### config.mk
export PLATFORM = sky130hd
export DESIGN_NAME = zlib_stored_block_encoder
export DESIGN_NICKNAME = d
export VERILOG_FILES = /design/src/hw/rtl/zsbe_pkg.sv /design/src/hw/rtl/zlib_stored_block_encoder.sv /design/src/hw/rtl/zsbe_front.sv /design/src/hw/rtl/zsbe_queue.sv /design/src/hw/rtl/zsbe_back.sv
export VERILOG_INCLUDE_DIRS = /design/src /design/src/hw/rtl
export SDC_FILE = /design/constraint.sdc
export NUM_CORES = 1
export LEC_CHECK = 0
export ABC_CLOCK_PERIOD_IN_PS = 12600
export BUFFER_PORTS_ARGS = -buffer_cell sky130_fd_sc_hd__buf_2
export CORE_MARGIN = 2
export CORE_UTILIZATION = 55
export CTS_CLUSTER_DIAMETER = 150
export DETAILED_ROUTE_END_ITERATION = 10
export PLACE_DENSITY = 0.78
export SLEW_MARGIN = 5
export SYNTH_ARGS = -nofsm -noshare
export SYNTH_HDL_FRONTEND = slang
export SYNTH_SLANG_ARGS = --single-unit
### constraint.sdc
create_clock -name clk -period 12.6 [get_ports clk]
set_clock_uncertainty 0.2 [all_clocks]
set_input_delay 1.89 -clock clk [delete_from_list [all_inputs] [get_ports clk]]
set_output_delay 1.89 -clock clk [all_outputs]
set_load 0.1 [all_outputs]
### src/hw/rtl/assert_macros.svh
// ----------------------------------------------------------------------------
// assert_macros
// clocked assertion helpers for the rtl
// ----------------------------------------------------------------------------
`ifndef ASSERT_MACROS_SVH
`define ASSERT_MACROS_SVH

// property checked on every rising clk edge outside reset
`define ASSERT_CLK(label, prop, msg) \
  label: assert property (@(posedge clk) disable iff (rst) (prop)) else $error(msg);

// property checked on every rising clk edge, reset included
`define ASSERT_ALWAYS(label, prop, msg) \
  label: assert property (@(posedge clk) (prop)) else $error(msg);

`endif

### src/hw/rtl/zsbe_pkg.sv
// ----------------------------------------------------------------------------
// zsbe_pkg
// shared types and constants of the zlib stored block encoder
// ----------------------------------------------------------------------------
package zsbe_pkg;

  localparam logic [7:0]  HDR_CMF   = 8'h78;
  localparam logic [7:0]  HDR_FLG   = 8'h01;
  localparam logic [15:0] MAX_BLOCK = 16'hFFFF;
  localparam logic [16:0] ADLER_MOD = 17'd65521;

  localparam int QUEUE_DEPTH = 4;
  localparam int QPTR_W      = $clog2(QUEUE_DEPTH);

  // one classified item: what the back part has to emit for it
  typedef struct packed {
    logic [7:0]  data;
    logic        hdr;
    logic        blk;
    logic        final_blk;
    logic        last;
    logic [15:0] len;
    logic [15:0] sum_high;
    logic [15:0] sum_low;
  } cmd_t;

  typedef struct packed {
    logic full;
    logic empty;
  } q_status_t;

  typedef enum logic [11:0] {
    S_HDR0 = 12'b0000_0000_0001,
    S_HDR1 = 12'b0000_0000_0010,
    S_BLK0 = 12'b0000_0000_0100,
    S_BLK1 = 12'b0000_0000_1000,
    S_BLK2 = 12'b0000_0001_0000,
    S_BLK3 = 12'b0000_0010_0000,
    S_BLK4 = 12'b0000_0100_0000,
    S_DATA = 12'b0000_1000_0000,
    S_ADL0 = 12'b0001_0000_0000,
    S_ADL1 = 12'b0010_0000_0000,
    S_ADL2 = 12'b0100_0000_0000,
    S_ADL3 = 12'b1000_0000_0000
  } step_t;

endpackage

### src/hw/rtl/zlib_stored_block_encoder.sv
// ----------------------------------------------------------------------------
// zlib_stored_block_encoder
// wraps a raw byte stream into a zlib stream of stored deflate blocks
// ----------------------------------------------------------------------------
// input side: an item (data_byte) is taken when push is high and full is low
// output side: out_byte, last_of_run and stream_done are valid while empty is
// low; the item is taken when pop is high and empty is low
// cfg_wen writes stream_length; the value is sampled when a stream starts
// the front part takes one byte per cycle while full is low, classifies it
// and updates adler-32; the back part sends one output byte per cycle from
// a 4-entry queue while the queue is not empty and pop is high or the output
// register is empty; an input byte yields 1 output byte, plus 2 at stream
// start, 5 at a block start and 4 at stream end; the back part sets throughput
// an item's output bytes pass its queue entry, then the output register
// when pop stays low the output register holds, the queue fills and full rises
// after reset: no stream under way, stored stream length is 1, adler restarted
// ----------------------------------------------------------------------------
`include "assert_macros.svh"

module zlib_stored_block_encoder (
  input  logic        clk,
  input  logic        rst,
  input  logic        cfg_wen,
  input  logic [23:0] stream_length,
  input  logic        push,
  output logic        full,
  input  logic [7:0]  data_byte,
  output logic        empty,
  input  logic        pop,
  output logic [7:0]  out_byte,
  output logic        last_of_run,
  output logic        stream_done
);
  import zsbe_pkg::*;

  cmd_t      new_cmd;
  cmd_t      head_cmd;
  q_status_t q_status;
  logic      accept;
  logic      q_rd;

  assign full   = q_status.full;
  assign accept = push && !q_status.full;

  zsbe_front u_front (
    .clk           (clk),
    .rst           (rst),
    .cfg_wen       (cfg_wen),
    .stream_length (stream_length),
    .accept        (accept),
    .data_byte     (data_byte),
    .cmd           (new_cmd)
  );

  zsbe_queue u_queue (
    .clk    (clk),
    .rst    (rst),
    .wr     (accept),
    .wr_cmd (new_cmd),
    .rd     (q_rd),
    .rd_cmd (head_cmd),
    .status (q_status)
  );

  zsbe_back u_back (
    .clk         (clk),
    .rst         (rst),
    .q_empty     (q_status.empty),
    .head        (head_cmd),
    .q_rd        (q_rd),
    .pop         (pop),
    .empty       (empty),
    .out_byte    (out_byte),
    .last_of_run (last_of_run),
    .stream_done (stream_done)
  );

  `ASSERT_CLK(a_done_is_last, !empty |-> (!stream_done || last_of_run), "stream_done without last_of_run")
  `ASSERT_CLK(a_queue_sane, !(q_status.full && q_status.empty), "queue both full and empty")
  `ASSERT_CLK(a_accept_queued, accept |=> !q_status.empty, "accepted item not queued")

endmodule

### src/hw/rtl/zsbe_front.sv
// ----------------------------------------------------------------------------
// zsbe_front
// accepts raw bytes, tracks stream and block position, runs adler-32
// ----------------------------------------------------------------------------
module zsbe_front (
  input  logic          clk,
  input  logic          rst,
  input  logic          cfg_wen,
  input  logic [23:0]   stream_length,
  input  logic          accept,
  input  logic [7:0]    data_byte,
  output zsbe_pkg::cmd_t cmd
);
  import zsbe_pkg::*;

  logic [23:0] length_reg;
  logic [23:0] bytes_left;
  logic [15:0] block_left;
  logic [15:0] sum_low;
  logic [15:0] sum_high;

  logic        start;
  logic [23:0] bl;
  logic        blk;
  logic [15:0] len;
  logic [15:0] cur_block;
  logic        last;
  logic [16:0] low_add;
  logic [15:0] low_next;
  logic [16:0] high_add;
  logic [15:0] high_next;

  always_comb begin
    start     = (bytes_left == 24'd0);
    bl        = start ? ((length_reg == 24'd0) ? 24'd1 : length_reg) : bytes_left;
    blk       = start || (block_left == 16'd0);
    len       = (bl > {8'd0, MAX_BLOCK}) ? MAX_BLOCK : bl[15:0];
    cur_block = blk ? len : block_left;
    last      = (bl == 24'd1);
    low_add   = {1'b0, sum_low} + {9'd0, data_byte};
    low_next  = (low_add >= ADLER_MOD) ? 16'(low_add - ADLER_MOD) : low_add[15:0];
    high_add  = {1'b0, sum_high} + {1'b0, low_next};
    high_next = (high_add >= ADLER_MOD) ? 16'(high_add - ADLER_MOD) : high_add[15:0];

    cmd.data      = data_byte;
    cmd.hdr       = start;
    cmd.blk       = blk;
    cmd.final_blk = (bl <= {8'd0, MAX_BLOCK});
    cmd.last      = last;
    cmd.len       = len;
    cmd.sum_high  = high_next;
    cmd.sum_low   = low_next;
  end

  always_ff @(posedge clk) begin
    if (rst) begin
      length_reg <= 24'd1;
    end else if (cfg_wen) begin
      length_reg <= stream_length;
    end
  end

  always_ff @(posedge clk) begin
    if (rst) begin
      bytes_left <= 24'd0;
      block_left <= 16'd0;
      sum_low    <= 16'd1;
      sum_high   <= 16'd0;
    end else if (accept) begin
      bytes_left <= bl - 24'd1;
      if (last) begin
        block_left <= 16'd0;
        sum_low    <= 16'd1;
        sum_high   <= 16'd0;
      end else begin
        block_left <= cur_block - 16'd1;
        sum_low    <= low_next;
        sum_high   <= high_next;
      end
    end
  end

endmodule

### src/hw/rtl/zsbe_queue.sv
// ----------------------------------------------------------------------------
// zsbe_queue
// short command queue between front and back parts
// ----------------------------------------------------------------------------
module zsbe_queue (
  input  logic                clk,
  input  logic                rst,
  input  logic                wr,
  input  zsbe_pkg::cmd_t      wr_cmd,
  input  logic                rd,
  output zsbe_pkg::cmd_t      rd_cmd,
  output zsbe_pkg::q_status_t status
);
  import zsbe_pkg::*;

  cmd_t              mem [QUEUE_DEPTH];
  logic [QPTR_W-1:0] wr_ptr;
  logic [QPTR_W-1:0] rd_ptr;
  logic [QPTR_W:0]   count;

  assign status.full  = (count == (QPTR_W+1)'(QUEUE_DEPTH));
  assign status.empty = (count == '0);
  assign rd_cmd       = mem[rd_ptr];

  always_ff @(posedge clk) begin
    if (wr) begin
      mem[wr_ptr] <= wr_cmd;
    end
  end

  always_ff @(posedge clk) begin
    if (rst) begin
      wr_ptr <= '0;
      rd_ptr <= '0;
      count  <= '0;
    end else begin
      if (wr) begin
        wr_ptr <= wr_ptr + 1'b1;
      end
      if (rd) begin
        rd_ptr <= rd_ptr + 1'b1;
      end
      priority if (wr && !rd) begin
        count <= count + 1'b1;
      end else if (rd && !wr) begin
        count <= count - 1'b1;
      end
    end
  end

endmodule

### src/hw/rtl/zsbe_back.sv
// ----------------------------------------------------------------------------
// zsbe_back
// expands each command into zlib bytes, one byte per cycle while emit is high
// ----------------------------------------------------------------------------
module zsbe_back (
  input  logic           clk,
  input  logic           rst,
  input  logic           q_empty,
  input  zsbe_pkg::cmd_t head,
  output logic           q_rd,
  input  logic           pop,
  output logic           empty,
  output logic [7:0]     out_byte,
  output logic           last_of_run,
  output logic           stream_done
);
  import zsbe_pkg::*;

  step_t step;
  step_t step_next;
  step_t cur_step;
  logic  fresh;
  logic  out_valid;
  logic  emit;
  logic  is_end;
  logic [7:0] byte_sel;

  always_comb begin
    if (fresh) begin
      priority if (head.hdr) begin
        cur_step = S_HDR0;
      end else if (head.blk) begin
        cur_step = S_BLK0;
      end else begin
        cur_step = S_DATA;
      end
    end else begin
      cur_step = step;
    end
  end

  always_comb begin
    step_next = S_DATA;
    is_end    = 1'b0;
    byte_sel  = head.data;
    unique case (cur_step)
      S_HDR0: begin
        byte_sel  = HDR_CMF;
        step_next = S_HDR1;
      end
      S_HDR1: begin
        byte_sel  = HDR_FLG;
        step_next = head.blk ? S_BLK0 : S_DATA;
      end
      S_BLK0: begin
        byte_sel  = {7'd0, head.final_blk};
        step_next = S_BLK1;
      end
      S_BLK1: begin
        byte_sel  = head.len[7:0];
        step_next = S_BLK2;
      end
      S_BLK2: begin
        byte_sel  = head.len[15:8];
        step_next = S_BLK3;
      end
      S_BLK3: begin
        byte_sel  = ~head.len[7:0];
        step_next = S_BLK4;
      end
      S_BLK4: begin
        byte_sel  = ~head.len[15:8];
        step_next = S_DATA;
      end
      S_DATA: begin
        byte_sel  = head.data;
        step_next = S_ADL0;
        is_end    = !head.last;
      end
      S_ADL0: begin
        byte_sel  = head.sum_high[15:8];
        step_next = S_ADL1;
      end
      S_ADL1: begin
        byte_sel  = head.sum_high[7:0];
        step_next = S_ADL2;
      end
      S_ADL2: begin
        byte_sel  = head.sum_low[15:8];
        step_next = S_ADL3;
      end
      S_ADL3: begin
        byte_sel  = head.sum_low[7:0];
        step_next = S_HDR0;
        is_end    = 1'b1;
      end
      default: begin
        byte_sel  = head.data;
        step_next = S_DATA;
        is_end    = 1'b1;
      end
    endcase
  end

  assign emit  = !q_empty && (!out_valid || pop);
  assign q_rd  = emit && is_end;
  assign empty = !out_valid;

  always_ff @(posedge clk) begin
    if (rst) begin
      fresh     <= 1'b1;
      step      <= S_DATA;
      out_valid <= 1'b0;
    end else begin
      if (emit) begin
        fresh <= is_end;
        step  <= step_next;
      end
      if (emit) begin
        out_valid <= 1'b1;
      end else if (pop) begin
        out_valid <= 1'b0;
      end
    end
  end

  always_ff @(posedge clk) begin
    if (emit) begin
      out_byte    <= byte_sel;
      last_of_run <= is_end;
      stream_done <= (cur_step == S_ADL3);
    end
  end

endmodule
==> reports/qor.csv, run 1 <==
metric,value,unit
status,completed,
port bufs,48,
clk_lat worst skew,0.53,ns
final max-slew violation count,0,
area of the multi-input gates,0.00811,sq mm
Setup CP Type,input pin to flop,
final setup vio count,0,
Post-Syn Area,0.0185,sq mm
Post-DRT Antenna Nets,0,
f_max,121,MHz
largest stage delay on the critical path,0.61,ns
Max H-tree Level,2,
# hold bufs at CTS,0,
fin worst setup slack,4.37,ns
crit path time final,8.23,ns
Post-CTS Setup Bufs,0,
Min-Delay Path Class,flop to flop,
PD cells,279,mW/mm^2
CP arrival,8.36,ns
post_cts resized,0,
hold path startpoint,u_back.out_valid$_SDFFE_PP0P_,
Die X,188,um
number of CTS-inserted buffers,39,
"Distinct cells, synth",107,
final period utilization,65.3,%
Pre-antenna DRT Iters,5,
syn avg cell area,11.8,sq um
Post-synth EDFFs,250,
iteration-0 DRC count of the detailed router,1546,
io pins,49,
CTS Sinks,369,
worst-path fanout max,9,
FF/Latch Area,0.00989,sq mm
Area Overhead vs Synth,9.46,%
DP Wirelength,30300,um
first-pass GRT wire length,69500,um
nets@finish,1665,
Placed Cells,1994,
number of global-route vias before repair,12376,
Synth top area share,40.5,%
grt total ovfl,0,
ranking of synthesized cells by area,"edfxtp_1 (40%), dfxtp_1 (13%), mux4_2 (7.3%)",
Final GP Congestion,0.949,
Clock Path Buffers,3,
ant diodes,0,
post-route insts no fill,2064,
CP Cell Sequence,"buf_2, ha_1, inv_1, fa_1, nor2b_1, o31a_1, o21ai_0, a21oi_1, o21ai_1, a2111oi_4, a31o_2, a21o_1, a21boi_0, ha_1, a21o_1, a221oi_4, xnor2_1, nand4b_2, or3_4, or4_4, nand3b_4, a21oi_2, xor2_1",
count of state elements after synthesis,369,
row count,67,
clock root cell,clkbuf_16,
VDD IR max,0.000199,V
Worst setup SP type,input pin,
"top cells by count, synth","edfxtp_1 (250), nand2_1 (122), nor2_1 (122)",
die area,0.0352,sq mm
worst slew pin tran,1.06,ns
Worst-path clk slew,0.06,ns
Worst Path Required,12.73,ns
Post-Syn Nets,1644,
routed via count,13304,
Die Height,188,um
Place WS,3.92,ns
CTS tree,done,
sequential fraction of the synthesis area,53.3,%
Yosys warnings,0,
RSZ-0062 raised after global routing,no,
largest net degree at the start of global routing,70,
Post-Route Setup TNS,0,ns
core footprint,0.0334,sq mm
Post-Route WL,44700,um
layout cells sized above 1,15.3,%
initial antenna violation count,2,
max capacitance violation total,0,
drt drc,0,
Worst Setup SP,data_byte[0],
Worst Setup End Kind,flop,
Synth area leader,edfxtp_1,
flop-to-flop setup slack,5.45,ns
number of flip-flops in the largest register,240,
Main synth FF type,edfxtp_1,
GRT Resource Usage Total,25.2,%
final hold violation count,0,
Fill cells,2634,
asr flop ratio synth,0,%
CP max-delay cell,a2111oi_4,
routed len/inst,21.7,um
Max-slew headroom,29.0,%
Leak,0.00723,uW
Cells after Synth,1566,
top-count cell post-synth,edfxtp_1,
DR vias/cell,6.45,
initial core utilization,55.6,%
reg2reg start,u_front.sum_low[0]$_SDFFE_PP1P_,
## layer usage
metal	GRT usage, %	routed length, um	vias up
met1	36.6	19700	6544
met4	6.51	806	2
li1	-	-	6085
met3	5.02	3840	72
met2	39.0	20400	601
met5	0	13	-
## report_power, final
part	leakage (uW)	internal [uW]	switching (uW)
clock	0.000595	672	460
combinational	0.00337	892	1750
sequential	0.00326	1760	132
## critical path: cells and delay by family
family | cells | cell delay [ns]
and+or+nand+nor | 5 | 1.58
AOI/OAI and AO/OA | 11 | 3.20
buffers and inverters | 2 | 0.19
xor gates and xnor gates | 2 | 0.51
adders and majority gates | 3 | 0.98
## final timing paths
kind                                                      end  cells after the start
worst max register to register   u_queue.mem[1][24]$_DFFE_PP_                     22
worst min-delay path            u_back.out_valid$_SDFFE_PP0P_                      2
worst max-delay path             u_queue.mem[1][24]$_DFFE_PP_                     23
worst min register to register  u_back.out_valid$_SDFFE_PP0P_                      2
## cells by family (layout without fill, tap and decap cells)
group | after synthesis | count (layout) | synth area share, %
AO/OA/AOI/OAI | 355 | 355 | 13.6
flip-flops | 369 | 369 | 53.3
buffers and inverters | 120 | 170 | 2.96
AND/OR/NAND/NOR | 515 | 515 | 14.5
adder cells (fa/ha/maj) | 41 | 41 | 2.89
XOR/XNOR | 48 | 48 | 2.27
multiplexers | 118 | 118 | 10.5
## metrics by stage
step           utilization (%)  total power [uW]  hold slack (ns)  area, sq um
6_report                  60.8              5660            0.275        20300
5_1_grt                   60.8              5950            0.295        20300
4_1_cts                   60.8              5620            0.277        20300
3_5_place_dp              57.1              4480            0.268        19000
3_3_place_gp              57.1              4390            0.253        19000
2_1_floorplan                -              3880            0.232        18500
## area by class of cell
type	instances	area share, %
Clock inverter	24	1.23
Inverter	41	0.758
Multi-Input combinational cell	1077	40.0
Timing Repair Buffer	59	1.59
Sequential cell	369	48.8
Clock buffer	46	4.94
Tap cell	448	2.76
## layout by cell type (no fill, tap or decap), types with 25 or more instances in the layout
master	count
buf_2	48
ha_1	38
mux2i_1	53
nor2_1	121
nor3_1	38
a21oi_1	80
nor4_1	25
mux4_2	60
edfxtp_1	250
xnor2_1	31
dfxtp_1	117
clkbuf_16	39
nand3_1	47
o21ai_0	72
nand2_1	122
inv_1	38
Note: power is estimated with default switching activity, not from simulation.
==> run 2, diff against run 1 <==
Settings changed: ABC_CLOCK_PERIOD_IN_PS 12600 to 7200, PLACE_DENSITY 0.78 to 0.8.
Clock period 12.6 ns to 7.2 ns, I/O delays scaled along.
==> run 2 against run 1 <==
Net effect:
- flip-flop and latch count unchanged
- non-clock buffer count increased by 57
- clock-buffer cell count unchanged
- critical endpoint unchanged
- largest cell class unchanged
==> reports/qor.csv, run 2 (same netlist as run 1, synthesis figures left out) <==
metric,value,unit
Max-slew headroom,26.5,%
Critical R2R Capture,u_queue.mem[1][24]$_DFFE_PP_,
Post-Route Setup TNS,0,ns
Worst setup SP type,input pin,
f_max,148,MHz
CP arrival,6.80,ns
iteration-0 DRC count of the detailed router,1557,
crit path time final,6.75,ns
worst slew pin tran,1.09,ns
reg2reg start,u_front.sum_low[0]$_SDFFE_PP1P_,
Worst-path clk slew,0.06,ns
status,completed,
max capacitance violation total,0,
flop-to-flop setup slack,0.74,ns
port bufs,48,
final max-slew violation count,0,
Worst Path Required,7.24,ns
Die X,188,um
die area,0.0352,sq mm
"commonest non-fill, non-tap cell in the layout",edfxtp_1,
Final GP Congestion,0.947,
"commonest cells after routing, fill and taps aside","edfxtp_1 (250), nand2_1 (122), nor2_1 (120)",
largest net degree at the start of global routing,61,
initial antenna violation count,0,
routed len/inst,21.8,um
Routed met3 length,4030,um
PD cells,491,mW/mm^2
post-route insts no fill,2120,
DR vias/cell,6.42,
Worst Setup End Kind,flop,
row count,67,
DRT met1 WL,19700,um
Max H-tree Level,2,
Placed Cells,2049,
Fill cells,2569,
ant diodes,0,
VDD IR max,0.000269,V
DP Wirelength,31400,um
Setup CP Type,input pin to flop,
largest stage delay on the critical path,0.52,ns
Hold Path Depth,2,
CP max-delay cell,or4_4,
Area Overhead vs Synth,12.1,%
WL met2,21200,um
number of CTS-inserted buffers,38,
Leak,0.00752,uW
final hold violation count,0,
drt drc,0,
Clock Path Buffers,3,
Post-DRT Antenna Nets,0,
worst-path fanout max,6,
Pre-antenna DRT Iters,5,
Die Height,188,um
WP buf/inv,4,
layout cells sized above 1,18.8,%
CTS Sinks,369,
io pins,49,
worst reg2reg path depth,24,
number of flip-flops in the largest register,240,
CTS tree,done,
hold path endpoint,u_back.out_valid$_SDFFE_PP0P_,
GRT Resource Usage Total,26.2,%
clk_lat worst skew,0.53,ns
grt total ovfl,0,
Worst path top cell family by delay,compound AO/OA/AOI/OAI gates,
number of global-route vias before repair,12907,
first-pass GRT wire length,72500,um
routed via count,13600,
hold path startpoint,u_back.out_valid$_SDFFE_PP0P_,
final period utilization,93.8,%
initial core utilization,55.6,%
top sig layer,met4,
final setup vio count,0,
nets@finish,1721,
core footprint,0.0334,sq mm
clock root cell,clkbuf_16,
Post-Route WL,46100,um
Min-Delay Path Class,flop to flop,
[run 2: changes by cell type in the layout (fill, tap and decap cells not counted), moves of 2 or more]
cell	delta
buf_4	+56
clkinv_1	-3
clkinv_2	+3
clkinv_4	+2
clkinvlp_2	-2
xor2_1	-2
xor2_2	+2
[run 2: what timing repair did]
action                                  in CTS  in global routing
buffers inserted                             0                  2
hold buffers                                 0                  0
hold endpoints to repair                     0                  0
endpoints found under the setup margin       0                 52
gates resized for setup                      0                  6
[run 2: power by group]
group	switching (uW)	internal, uW
sequential	256	3080
combinational	3120	1760
clock	811	1190
[run 2: area by class of cell]
cell class / instances / area, sq um / share of cell area (%)
inverters: 41 / 154 / 0.741
flip-flops and latches: 369 / 9890 / 47.6
clock inverters: 23 / 251 / 1.21
multi-input cells: 1077 / 8140 / 39.2
repair buffers: 116 / 763 / 3.67
clock buffers: 46 / 1010 / 4.87
well taps: 448 / 561 / 2.70
[run 2: through the flow]
stage	utilization (%)	setup slack [ns]	total power, uW	hold WS, ns	cell area, sq um
5_1_grt	62.3	-0.0155	10700	0.294	20800
2_1_floorplan	-	0.189	6790	0.232	18500
4_1_cts	62.1	0.346	10100	0.278	20700
6_report	62.3	0.445	10200	0.280	20800
3_5_place_dp	58.3	-0.154	8090	0.269	19500
3_3_place_gp	58.3	-0.0482	7940	0.253	19500
[run 2: worst max path at each step]
stage / from / to / slack, ns / cells past startpoint
floorplan: data_byte[0] / u_queue.mem[0][24]$_DFFE_PP_ / 0.19 / 23
global placement: data_byte[0] / u_queue.mem[0][24]$_DFFE_PP_ / -0.05 / 24
detailed placement: data_byte[0] / u_queue.mem[1][24]$_DFFE_PP_ / -0.15 / 24
CTS: data_byte[0] / u_queue.mem[0][30]$_DFFE_PP_ / 0.35 / 22
global route: data_byte[0] / u_front.sum_high[7]$_SDFFE_PP0P_ / -0.02 / 25
finish: data_byte[0] / u_queue.mem[1][24]$_DFFE_PP_ / 0.45 / 25
[run 2: per-layer routing]
| layer | up-vias | global-route usage (%) |
|---|---|---|
| met5 | - | 0 |
| met4 | 0 | 7.45 |
| met3 | 89 | 3.82 |
| met2 | 617 | 41.0 |
| met1 | 6704 | 38.3 |
| li1 | 6190 | - |
[run 2: worst register-to-register path, cell delays in order (launching register included)]
cell	delay, ns
dfxtp_1	0.37
ha_1	0.20
inv_1	0.06
fa_1	0.40
nor2b_1	0.16
o31a_1	0.25
o21ai_0	0.12
a21oi_1	0.19
o21ai_1	0.15
a2111oi_4	0.35
buf_4	0.19
buf_4	0.11
a31o_2	0.14
a21o_1	0.13
a21boi_0	0.32
ha_1	0.35
a21o_1	0.24
a221oi_4	0.35
nor3_1	0.10
o311a_2	0.44
or2_2	0.32
or4_4	0.52
nand3b_4	0.21
a21oi_2	0.19
xor2_2	0.10
